### src/sv/lprd_pkg.sv
`default_nettype none
package lprd_pkg;

   // Every u32 field of the blob is this many bytes, least significant first.
   localparam int unsigned FIELD_BYTES = 4;
   localparam int unsigned FIELD_IDX_W = $clog2(FIELD_BYTES);
   localparam int unsigned FIELD_W     = 8 * FIELD_BYTES;

   typedef enum logic [2:0] {
      ST_OK            = 3'd0,
      ST_MISSING_COUNT = 3'd1,
      ST_TRUNC_SIZE    = 3'd2,
      ST_TRUNC_PAYLOAD = 3'd3,
      ST_TRAILING      = 3'd4
   } status_type;

   typedef struct packed {
      logic       has_byte;
      logic [7:0] data_byte;
      logic       blob_end;
   } item_type;

   typedef struct packed {
      logic       payload_valid;
      logic [7:0] payload_byte;
      logic       element_first;
      logic       element_last;
      logic       blob_done;
      status_type status;
   } result_type;

endpackage
`default_nettype wire

### src/sv/lprd_req_if.sv
`default_nettype none
interface lprd_req_if;
   logic       valid;
   logic       ready;
   logic       has_byte;
   logic [7:0] data_byte;
   logic       blob_end;

   modport source (output valid, has_byte, data_byte, blob_end, input ready);
   modport sink   (input valid, has_byte, data_byte, blob_end, output ready);
endinterface
`default_nettype wire

### src/sv/lprd_rsp_if.sv
`default_nettype none
interface lprd_rsp_if;
   logic       valid;
   logic       ready;
   logic       payload_valid;
   logic [7:0] payload_byte;
   logic       element_first;
   logic       element_last;
   logic       blob_done;
   logic [2:0] status;

   modport source (output valid, payload_valid, payload_byte, element_first, element_last,
                   blob_done, status, input ready);
   modport sink   (input valid, payload_valid, payload_byte, element_first, element_last,
                   blob_done, status, output ready);
endinterface
`default_nettype wire

### src/sv/lprd_core.sv
`default_nettype none
module lprd_core
   import lprd_pkg::*;
(
   input  wire logic       clock,
   input  wire logic       reset,
   input  wire logic       step_en,
   input  wire item_type   item,
   output result_type      result
);

   typedef enum logic [1:0] {
      PH_COUNT   = 2'd0,
      PH_SIZE    = 2'd1,
      PH_PAYLOAD = 2'd2,
      PH_DONE    = 2'd3
   } phase_type;

   localparam logic [FIELD_IDX_W-1:0] LAST_IDX = FIELD_IDX_W'(FIELD_BYTES - 1);

   phase_type              phase_ff, phase_in;
   logic [FIELD_IDX_W-1:0] idx_ff, idx_in;
   logic [FIELD_W-1:0]     field_ff, field_in;
   logic [FIELD_W-1:0]     elems_ff, elems_in;
   logic [FIELD_W-1:0]     left_ff, left_in;
   logic                   started_ff, started_in;
   status_type             err_ff, err_in;

   logic [FIELD_W-1:0]     field_full;
   logic [FIELD_W-1:0]     field_part;
   logic                   field_last;
   logic                   take;

   // The completed field is the bytes gathered so far with the top byte on top.
   assign field_full = {item.data_byte, field_ff[FIELD_W-9:0]};
   assign field_part = field_ff | (FIELD_W'(item.data_byte) << {idx_ff, 3'b000});
   assign field_last = (idx_ff == LAST_IDX);
   assign take       = item.has_byte && (err_ff == ST_OK);

   always_comb begin
      phase_in   = phase_ff;
      idx_in     = idx_ff;
      field_in   = field_ff;
      elems_in   = elems_ff;
      left_in    = left_ff;
      started_in = started_ff;
      err_in     = err_ff;
      result     = '0;

      if (take) begin
         case (phase_ff)
            PH_COUNT: begin
               if (field_last) begin
                  idx_in   = '0;
                  field_in = '0;
                  elems_in = field_full;
                  phase_in = (field_full == '0) ? PH_DONE : PH_SIZE;
               end else begin
                  idx_in   = idx_ff + 1'b1;
                  field_in = field_part;
               end
            end
            PH_SIZE: begin
               if (field_last) begin
                  idx_in     = '0;
                  field_in   = '0;
                  left_in    = field_full;
                  elems_in   = elems_ff - 1'b1;
                  started_in = 1'b0;
                  if (field_full == '0) begin
                     result.element_first = 1'b1;
                     result.element_last  = 1'b1;
                     phase_in = (elems_ff == FIELD_W'(1)) ? PH_DONE : PH_SIZE;
                  end else begin
                     phase_in = PH_PAYLOAD;
                  end
               end else begin
                  idx_in   = idx_ff + 1'b1;
                  field_in = field_part;
               end
            end
            PH_PAYLOAD: begin
               result.payload_valid = 1'b1;
               result.payload_byte  = item.data_byte;
               result.element_first = !started_ff;
               started_in           = 1'b1;
               left_in              = left_ff - 1'b1;
               if (left_ff == FIELD_W'(1)) begin
                  result.element_last = 1'b1;
                  started_in          = 1'b0;
                  phase_in = (elems_ff == '0) ? PH_DONE : PH_SIZE;
               end
            end
            default: begin
               err_in = ST_TRAILING;
            end
         endcase
      end

      if (item.blob_end) begin
         result.blob_done = 1'b1;
         if (err_in != ST_OK) begin
            result.status = err_in;
         end else begin
            case (phase_in)
               PH_COUNT:   result.status = ST_MISSING_COUNT;
               PH_SIZE:    result.status = ST_TRUNC_SIZE;
               PH_PAYLOAD: result.status = ST_TRUNC_PAYLOAD;
               default:    result.status = ST_OK;
            endcase
         end
         phase_in   = PH_COUNT;
         idx_in     = '0;
         field_in   = '0;
         elems_in   = '0;
         left_in    = '0;
         started_in = 1'b0;
         err_in     = ST_OK;
      end
   end

   always_ff @(posedge clock) begin
      if (reset) begin
         phase_ff   <= PH_COUNT;
         idx_ff     <= '0;
         field_ff   <= '0;
         elems_ff   <= '0;
         left_ff    <= '0;
         started_ff <= 1'b0;
         err_ff     <= ST_OK;
      end else if (step_en) begin
         phase_ff   <= phase_in;
         idx_ff     <= idx_in;
         field_ff   <= field_in;
         elems_ff   <= elems_in;
         left_ff    <= left_in;
         started_ff <= started_in;
         err_ff     <= err_in;
      end
   end

endmodule
`default_nettype wire

### src/sv/length_prefixed_record_deframer.sv
// Deframes a blob made of a 32-bit little-endian element count followed, for each
// element, by a 32-bit little-endian size and that many payload bytes. One word goes
// in per cycle while the sink keeps taking results, and exactly one word comes out
// for it, in order. Payload bytes come out with first/last marks, a zero-length
// element gives a word with both marks and no data, and the word for the blob's
// final input carries blob_done and a status (ok, missing count, truncated size,
// truncated payload, trailing bytes). Throughput is one word per cycle while the
// sink keeps taking results. The input register takes the word when it is accepted
// and the result register then takes its parsed result, from the single-pass parser
// update, when it is free or being emptied. The first error is held until the blob
// ends and later bytes give all-zero words.
`default_nettype none
module length_prefixed_record_deframer
   import lprd_pkg::*;
(
   input  wire logic    clock,
   input  wire logic    reset,
   lprd_req_if.sink     req_chan,
   lprd_rsp_if.source   rsp_chan
);

   // Input register: holds one accepted word until the parser consumes it.
   logic       in_vld_ff, in_vld_in;
   item_type   in_ff;

   // Result register: holds one parsed word until the sink takes it.
   logic       out_vld_ff, out_vld_in;
   result_type out_ff;

   result_type step_result;
   logic       step_en;
   logic       req_take;

   // The parser advances whenever a word is waiting and the result register is
   // free or being emptied in this cycle, so both stages move together.
   assign step_en  = in_vld_ff && (!out_vld_ff || rsp_chan.ready);
   assign req_chan.ready = !in_vld_ff || step_en;
   assign req_take = req_chan.valid && req_chan.ready;

   assign in_vld_in  = req_take || (in_vld_ff && !step_en);
   assign out_vld_in = step_en || (out_vld_ff && !rsp_chan.ready);

   lprd_core u_core (
      .clock   (clock),
      .reset   (reset),
      .step_en (step_en),
      .item    (in_ff),
      .result  (step_result)
   );

   always_ff @(posedge clock) begin
      if (reset) begin
         in_vld_ff  <= 1'b0;
         out_vld_ff <= 1'b0;
      end else begin
         in_vld_ff  <= in_vld_in;
         out_vld_ff <= out_vld_in;
      end
      if (req_take) begin
         in_ff.has_byte  <= req_chan.has_byte;
         in_ff.data_byte <= req_chan.data_byte;
         in_ff.blob_end  <= req_chan.blob_end;
      end
      if (step_en) begin
         out_ff <= step_result;
      end
   end

   assign rsp_chan.valid         = out_vld_ff;
   assign rsp_chan.payload_valid = out_ff.payload_valid;
   assign rsp_chan.payload_byte  = out_ff.payload_byte;
   assign rsp_chan.element_first = out_ff.element_first;
   assign rsp_chan.element_last  = out_ff.element_last;
   assign rsp_chan.blob_done     = out_ff.blob_done;
   assign rsp_chan.status        = 3'(out_ff.status);

endmodule
`default_nettype wire

### src/flat_wrapper.sv
// flat-port wrapper written by rule: the top's interface ports become plain ports
module length_prefixed_record_deframer_flat import lprd_pkg::*;
  (clock, reset, req_chan_valid, req_chan_has_byte, req_chan_data_byte, req_chan_blob_end, req_chan_ready, rsp_chan_valid, rsp_chan_payload_valid, rsp_chan_payload_byte, rsp_chan_element_first, rsp_chan_element_last, rsp_chan_blob_done, rsp_chan_status, rsp_chan_ready);
  lprd_req_if req_chan_i ();
  lprd_rsp_if rsp_chan_i ();
  input  wire logic clock;
  input  wire logic reset;
  input wire logic [$bits(req_chan_i.valid)-1:0] req_chan_valid;
  input wire logic [$bits(req_chan_i.has_byte)-1:0] req_chan_has_byte;
  input wire logic [$bits(req_chan_i.data_byte)-1:0] req_chan_data_byte;
  input wire logic [$bits(req_chan_i.blob_end)-1:0] req_chan_blob_end;
  output wire logic [$bits(req_chan_i.ready)-1:0] req_chan_ready;
  output wire logic [$bits(rsp_chan_i.valid)-1:0] rsp_chan_valid;
  output wire logic [$bits(rsp_chan_i.payload_valid)-1:0] rsp_chan_payload_valid;
  output wire logic [$bits(rsp_chan_i.payload_byte)-1:0] rsp_chan_payload_byte;
  output wire logic [$bits(rsp_chan_i.element_first)-1:0] rsp_chan_element_first;
  output wire logic [$bits(rsp_chan_i.element_last)-1:0] rsp_chan_element_last;
  output wire logic [$bits(rsp_chan_i.blob_done)-1:0] rsp_chan_blob_done;
  output wire logic [$bits(rsp_chan_i.status)-1:0] rsp_chan_status;
  input wire logic [$bits(rsp_chan_i.ready)-1:0] rsp_chan_ready;
  assign req_chan_i.valid = req_chan_valid;
  assign req_chan_i.has_byte = req_chan_has_byte;
  assign req_chan_i.data_byte = req_chan_data_byte;
  assign req_chan_i.blob_end = req_chan_blob_end;
  assign req_chan_ready = req_chan_i.ready;
  assign rsp_chan_valid = rsp_chan_i.valid;
  assign rsp_chan_payload_valid = rsp_chan_i.payload_valid;
  assign rsp_chan_payload_byte = rsp_chan_i.payload_byte;
  assign rsp_chan_element_first = rsp_chan_i.element_first;
  assign rsp_chan_element_last = rsp_chan_i.element_last;
  assign rsp_chan_blob_done = rsp_chan_i.blob_done;
  assign rsp_chan_status = rsp_chan_i.status;
  assign rsp_chan_i.ready = rsp_chan_ready;
  length_prefixed_record_deframer u_core (.clock(clock), .reset(reset), .req_chan(req_chan_i), .rsp_chan(rsp_chan_i));
endmodule
### config.mk
export PLATFORM = sky130hd
export DESIGN_NAME = length_prefixed_record_deframer_flat
export DESIGN_NICKNAME = d
export VERILOG_FILES = /design/src/sv/lprd_pkg.sv /design/src/sv/lprd_req_if.sv /design/src/sv/lprd_rsp_if.sv /design/src/sv/lprd_core.sv /design/src/sv/length_prefixed_record_deframer.sv /design/src/flat_wrapper.sv
export SDC_FILE = /design/constraint.sdc
export NUM_CORES = 1
export LEC_CHECK = 0
export BUFFER_PORTS_ARGS = -buffer_cell sky130_fd_sc_hd__buf_2
export CELL_PAD_IN_SITES_DETAIL_PLACEMENT = 0
export CELL_PAD_IN_SITES_GLOBAL_PLACEMENT = 1
export CORE_MARGIN = 5
export CORE_UTILIZATION = 44
export CTS_BUF_LIST = sky130_fd_sc_hd__clkbuf_2
export CTS_CLUSTER_SIZE = 40
export DETAILED_ROUTE_END_ITERATION = 16
export MAX_ROUTING_LAYER = met4
export PLACE_DENSITY_LB_ADDON = 0.1
export SLEW_MARGIN = 10
export SYNTH_ARGS = -nofsm -noshare
export SYNTH_HDL_FRONTEND = slang
export SYNTH_HIERARCHICAL = 1
export SYNTH_SLANG_ARGS = --single-unit
### constraint.sdc
create_clock -name clock -period 2.4 [get_ports clock]
set_input_delay 0.24 -clock clock [delete_from_list [all_inputs] [get_ports clock]]
set_output_delay 0.24 -clock clock [all_outputs]
set_load 0.05 [all_outputs]
# Yosys cells after proc, flatten, opt, wreduce, memory -nomap -nowiden
# Index checks and enable logic that the tools add are counted.
[totals]
ff_bits = 131
input_bits = 14
output_inout_bits = 17
word_cells = 104
[classes]
n_addsub = 3
n_eq_ne = 9
shifts = 1
muxes = 42
bitwise = 1
n_reduce_logical = 30
[ops]
columns = ["op", "count"]
rows = [
  ["2-to-1 mux 32 bit", 10],
  ["case mux 32 bit (2 select lines)", 2],
  ["== test 32 x 1 -> 1 bit (second input constant)", 2],
  ["logical NOT 32 bit", 2],
  ["subtractor 32 x 1 -> 32 bit (second input constant)", 2],
  ["bitwise OR 32 bit", 1],
  ["left shift 8 x 5 -> 32 bit", 1],
  ["2-to-1 mux 2 bit", 15],
  ["2-to-1 mux 3 bit", 4],
  ["case mux 2 bit (3 select lines)", 2],
  ["2-to-1 mux 9 bit", 1],
  ["nonzero test 3 bit", 3],
  ["== test 2 bit (second input constant)", 3],
  ["inequality test 3 x 2 -> 1 bit (second input constant)", 2],
  ["logical AND 1 bit", 5],
  ["logical NOT 1 bit", 5],
  ["2-to-1 mux 1 bit", 5],
  ["AND reduction 5 bit", 1],
  ["== test 2 x 1 -> 1 bit (second input constant)", 2],
  ["logical NOT 2 bit", 2],
  ["logical OR 1 bit", 4],
  ["2-to-1 mux 4 bit", 1],
  ["case mux 2 bit (2 select lines)", 1],
  ["AND reduction 4 bit", 1],
  ["other kinds (8)", 9],
]

# Depth between registers and ports, before layout
[depth]
ltp_word = 10
mapped_depth = 12

# By module
# Netlist, hierarchy kept.
[by_module_without_submodules]
columns = ["mod", "n_inst", "cells_each", "area_per_inst_um2"]
rows = [
  ["lprd_core", 1, 750, 5551.6],
  ["length_prefixed_record_deframer", 1, 35, 854.6],
]

# Worst setup path after synthesis
# Ideal clock, no wire load.
[synth_timing]
path_kind = "register -> register"
from = "register u_core.out_vld_ff, in the netlist u_core/rsp_chan.valid"
to = "register u_core.u_core.elems_ff[17]"
arrival_time_ns = 2.536
path_slack_ns = -0.207
path_stages_with_launch = 11
period_less_slack_ns = 2.607
cell_sequence = "dfxtp_1 nand2b_1 and2_2 inv_1 or4_1 buf_2 or2_1 buf_2 buf_6 o21ai_1 o2bb2ai_1"
[synth_between]
elab_chain_cells = 4
[synth_rtl]
columns = ["item", "line_no", "text"]
rows = [
  ["start, declared", "length_prefixed_record_deframer.sv:27", "logic out_vld_ff, out_vld_in;"],
  ["start signal, assigned", "length_prefixed_record_deframer.sv:57", "out_vld_ff <= out_vld_in;"],
  ["logical NOT 1 bit", "length_prefixed_record_deframer.sv:36", "assign step_en = in_vld_ff && (!out_vld_ff || rsp_chan.ready);"],
  ["logical OR 1 bit", "length_prefixed_record_deframer.sv:36", ""],
  ["logical AND 1 bit", "length_prefixed_record_deframer.sv:36", ""],
  ["named net u_core.step_en", "length_prefixed_record_deframer.sv:31", "logic step_en;"],
  ["AND reduction 5 bit (no line)", "n/a", ""],
  ["end signal, assigned", "lprd_core.sv:135", "elems_ff <= elems_in;"],
  ["end, declared", "lprd_core.sv:24", "logic [FIELD_W-1:0] elems_ff, elems_in;"],
]
# The timed path passes the listed nets, and every way through them passes these cells.
# A chain may end at the register's enable or synchronous reset.

# Worst setup path in the final report
[layout_timing]
from = "register u_core.u_core.left_ff[0]"
to = "register u_core.u_core.left_ff[30]"
[layout_between]
elab_chain_cells = 4
[layout_rtl]
columns = ["item", "line_no", "text"]
rows = [
  ["start, declared", "lprd_core.sv:25", "logic [FIELD_W-1:0] left_ff, left_in;"],
  ["start signal, assigned", "lprd_core.sv:136", "left_ff <= left_in;"],
  ["subtractor 32 x 1 -> 32 bit", "lprd_core.sv:87", "left_in = left_ff - 1'b1;"],
  ["case mux 32 bit (2 select lines)", "lprd_core.sv:51", "case (phase_ff)"],
  ["2-to-1 mux 32 bit", "lprd_core.sv:50", "if (take) begin"],
  ["2-to-1 mux 32 bit", "lprd_core.sv:100", "if (item.blob_end) begin"],
]
# Every way passes these cells. The select of a mux whose other input is x is not followed.

==> metrics.cfg <==
[run_status]
status=finished with violations
violations=setup timing

[timing]
setup_slack_ns=-0.0188
min_period_ns=2.42
finalSetupViolations=1
hold_viol_final=0
worst_pin_slew_ns=0.662
slew_headroom=0.552
min_period_over_period=1.01
drv_slew=0
rsz0062_at_grt=true
max_freq_mhz=413
clock-skew-final_ns=0.0384

[final_layout]
syn_to_final_growth_pct=25.4
drive_above_1_share=0.239
final_cells=1108
fin_util=0.557
post-route-cell-area_sq_um=8030
layout_commonest_cell=a21oi_1
final_cell_mix=a21oi_1 (101), buf_4 (97), dfxtp_1 (92), nor2_1 (87)
nets=933

[placement]
place_ws_ns=-0.168
dpl_cell_area_sq_um=7380
globalplace.congestion=0.920
place.port_buffers=30
post-place-cells=1052
hpwl_mm=15.3

[floorplan]
pin_count=31
initial_core_util=0.444
rows=44
core-area_sq_um=14400
dieArea_sq_um=17100
fp.dieW_um=131
die_h_um=131

[cts]
cts_tree=done
clkTransAtPathRegs_ns=0.20
cts_sinks=123
cts_buffers=17
cts_root_buf=clkbuf_2
htreeDepth=4
clk_latency_ns=0.71
clk_path_buf_depth=2

[yosys]
synth_seq_area_share=0.423
synth_area_sq_um=6410
ys_async_sr_fraction=0
synthCells=785
synth_ff_type=dfxtp_1
synth_seq_cells=123
syn_avg_cell_area_sq_um=8.16
ys_warn_count=6
synth_edf_count=25
synth_fp_nets=809
ys_types=69

[job]
cap_violations=0

[route]
wl_per_cell_um=19.6
via_count=6683
postRouteAntennaNets=0
drtPass1Iterations=5
drt-total-wl_mm=21.7
drcViolationCount=0
drtIter0Drc=760
via_per_inst=6.03

[global_route]
overflow=0
first_global_vias=6472
grt_util_all_layers=0.269
grt_max_degree=48
grt_pass1_wl_mm=34.6
antenna_found_initial=1

[power]
power.leakage_nw=3.20
total_power_mw=3.77
powerDensity_nw_per_um2=469
peakVddDrop_mv=0.364

[setup_path]
worstReg2RegEnd=u_core/u_core/left_ff[30]
r2r_cells=9
path_max_fanout=3
crit_type=reg2reg
critPathLaunchType=flop
r2r_start=u_core/u_core/left_ff[0]
regToRegSetupSlack_ns=-0.02
cp.arrival_ns=3.02
cp-end-kind=flop
critPathRequiredTime_ns=3.00

[min_path]
hp-start=req_chan_data_byte[1]
hold_end=u_core/in_ff[2]
min_path_type=in2reg
worstHoldPathCells=2

[where the power goes]
part           switching [mW]  total, mW  internal (mW)
clock                   0.881       1.27          0.391
combinational           0.205      0.324          0.119
sequential             0.0273       2.17           2.14
total                    1.11       3.77           2.65
[synth_stat cells (7+ instances only)]
library cell | instances | share of area
nor4_1 | 29 | 0.028
or3_1 | 9 | 0.0088
and2_1 | 7 | 0.0068
dfxtp_1 | 98 | 0.31
and3_1 | 21 | 0.021
o21ai_0 | 55 | 0.043
nor2_1 | 89 | 0.052
a31oi_1 | 8 | 0.0078
o2bb2ai_1 | 17 | 0.023
nor2b_1 | 12 | 0.012
clkbuf_1 | 34 | 0.020
o22ai_1 | 13 | 0.013
mux2i_1 | 9 | 0.014
nand2b_1 | 9 | 0.0088
a21oi_1 | 101 | 0.079
a22oi_1 | 8 | 0.0094
ha_1 | 10 | 0.020
edfxtp_1 | 25 | 0.12
nand2_1 | 48 | 0.028
nor3_1 | 34 | 0.027
o21ai_1 | 11 | 0.0086
inv_1 | 31 | 0.018
nand4_1 | 9 | 0.0088
nand3_1 | 9 | 0.0070
[through the flow]
stage / setup TNS, ns / hold slack (ns)
floorplan: -0.485 / 0.302
global placement: -0.145 / 0.416
detailed placement: -0.333 / 0.418
CTS: 0 / 0.133
global route: -0.165 / 0.137
finish: -0.0188 / 0.226
[critical path, cell delays in order, from the launching register on]
cell and delay (ns):
dfxtp_2 0.38, inv_2 0.08, ha_4 0.13, or4b_4 0.49
nor4_4 0.26, buf_4 0.16, nand4_1 0.14, or3_1 0.38
a31oi_1 0.18, o32ai_1 0.11
[what timing repair did]
action,in CTS,in global routing
hold buffers,14,0
setup buffers,0,7
endpoints found under the setup margin,14,42
pin swaps,1,10
endpoints found under the hold margin,43,0
gates cloned,0,1
gates resized for setup,18,37
[layout make-up]
| class | count | area (sq um) |
|---|---|---|
| Clock buffer | 17 | 85.1 |
| Inverter | 32 | 124 |
| Clock inverter | 15 | 138 |
| Sequential cell | 123 | 2720 |
| Multi-Input combinational cell | 587 | 3590 |
| Fill cell | 1364 | 6390 |
| Antenna cell | 2 | 5.00 |
| Tap cell | 184 | 230 |
| Timing Repair Buffer | 148 | 1140 |
[layer usage]
metal / global-route usage / wire, um
met5: - / 0
met4: 0.0835 / 364
met3: 0.0512 / 1370
met2: 0.429 / 10400
met1: 0.346 / 9540
[state kept, by name (all words and copies together), names as in the netlist]
name,cells
u_core/u_core/phase_ff,2
u_core/in_vld_ff,1
u_core/rsp_chan.valid,1
u_core/u_core/started_ff,1
u_core/rsp_chan.status,3
u_core/rsp_chan.payload_valid,1
u_core/rsp_chan.payload_byte,8
u_core/rsp_chan.blob_done,1
u_core/rsp_chan.element_first,1
u_core/in_ff,10
u_core/u_core/left_ff,32
u_core/u_core/field_ff,24
u_core/u_core/idx_ff,2
u_core/rsp_chan.element_last,1
u_core/u_core/elems_ff,32
u_core/u_core/err_ff,3
[cell families (layout without fill, tap and decap cells)]
group	after synthesis	after routing	synth area share
mux	12	12	0.0193
fa+ha+maj	10	10	0.0195
compound gates	252	252	0.235
simple gates	308	308	0.249
other cells	0	2	0
buf+inv	75	212	0.0465
flops	123	123	0.423
xor+xnor	5	5	0.00684
[worst max path at each step]
stage / cells after the start / start / slack, ns / to
floorplan: 10 / u_core/u_core/err_ff[1] / -0.05 / u_core/u_core/elems_ff[17]
global placement: 9 / u_core/u_core/left_ff[1] / -0.11 / u_core/rsp_chan.status[1]
detailed placement: 9 / u_core/u_core/left_ff[1] / -0.17 / u_core/rsp_chan.status[1]
CTS: 7 / u_core/u_core/left_ff[25] / 0.02 / u_core/rsp_chan.status[1]
global route: 9 / u_core/u_core/left_ff[0] / -0.07 / u_core/u_core/left_ff[30]
finish: 9 / u_core/u_core/left_ff[0] / -0.02 / u_core/u_core/left_ff[30]
Power figures use the tool's default switching activity.
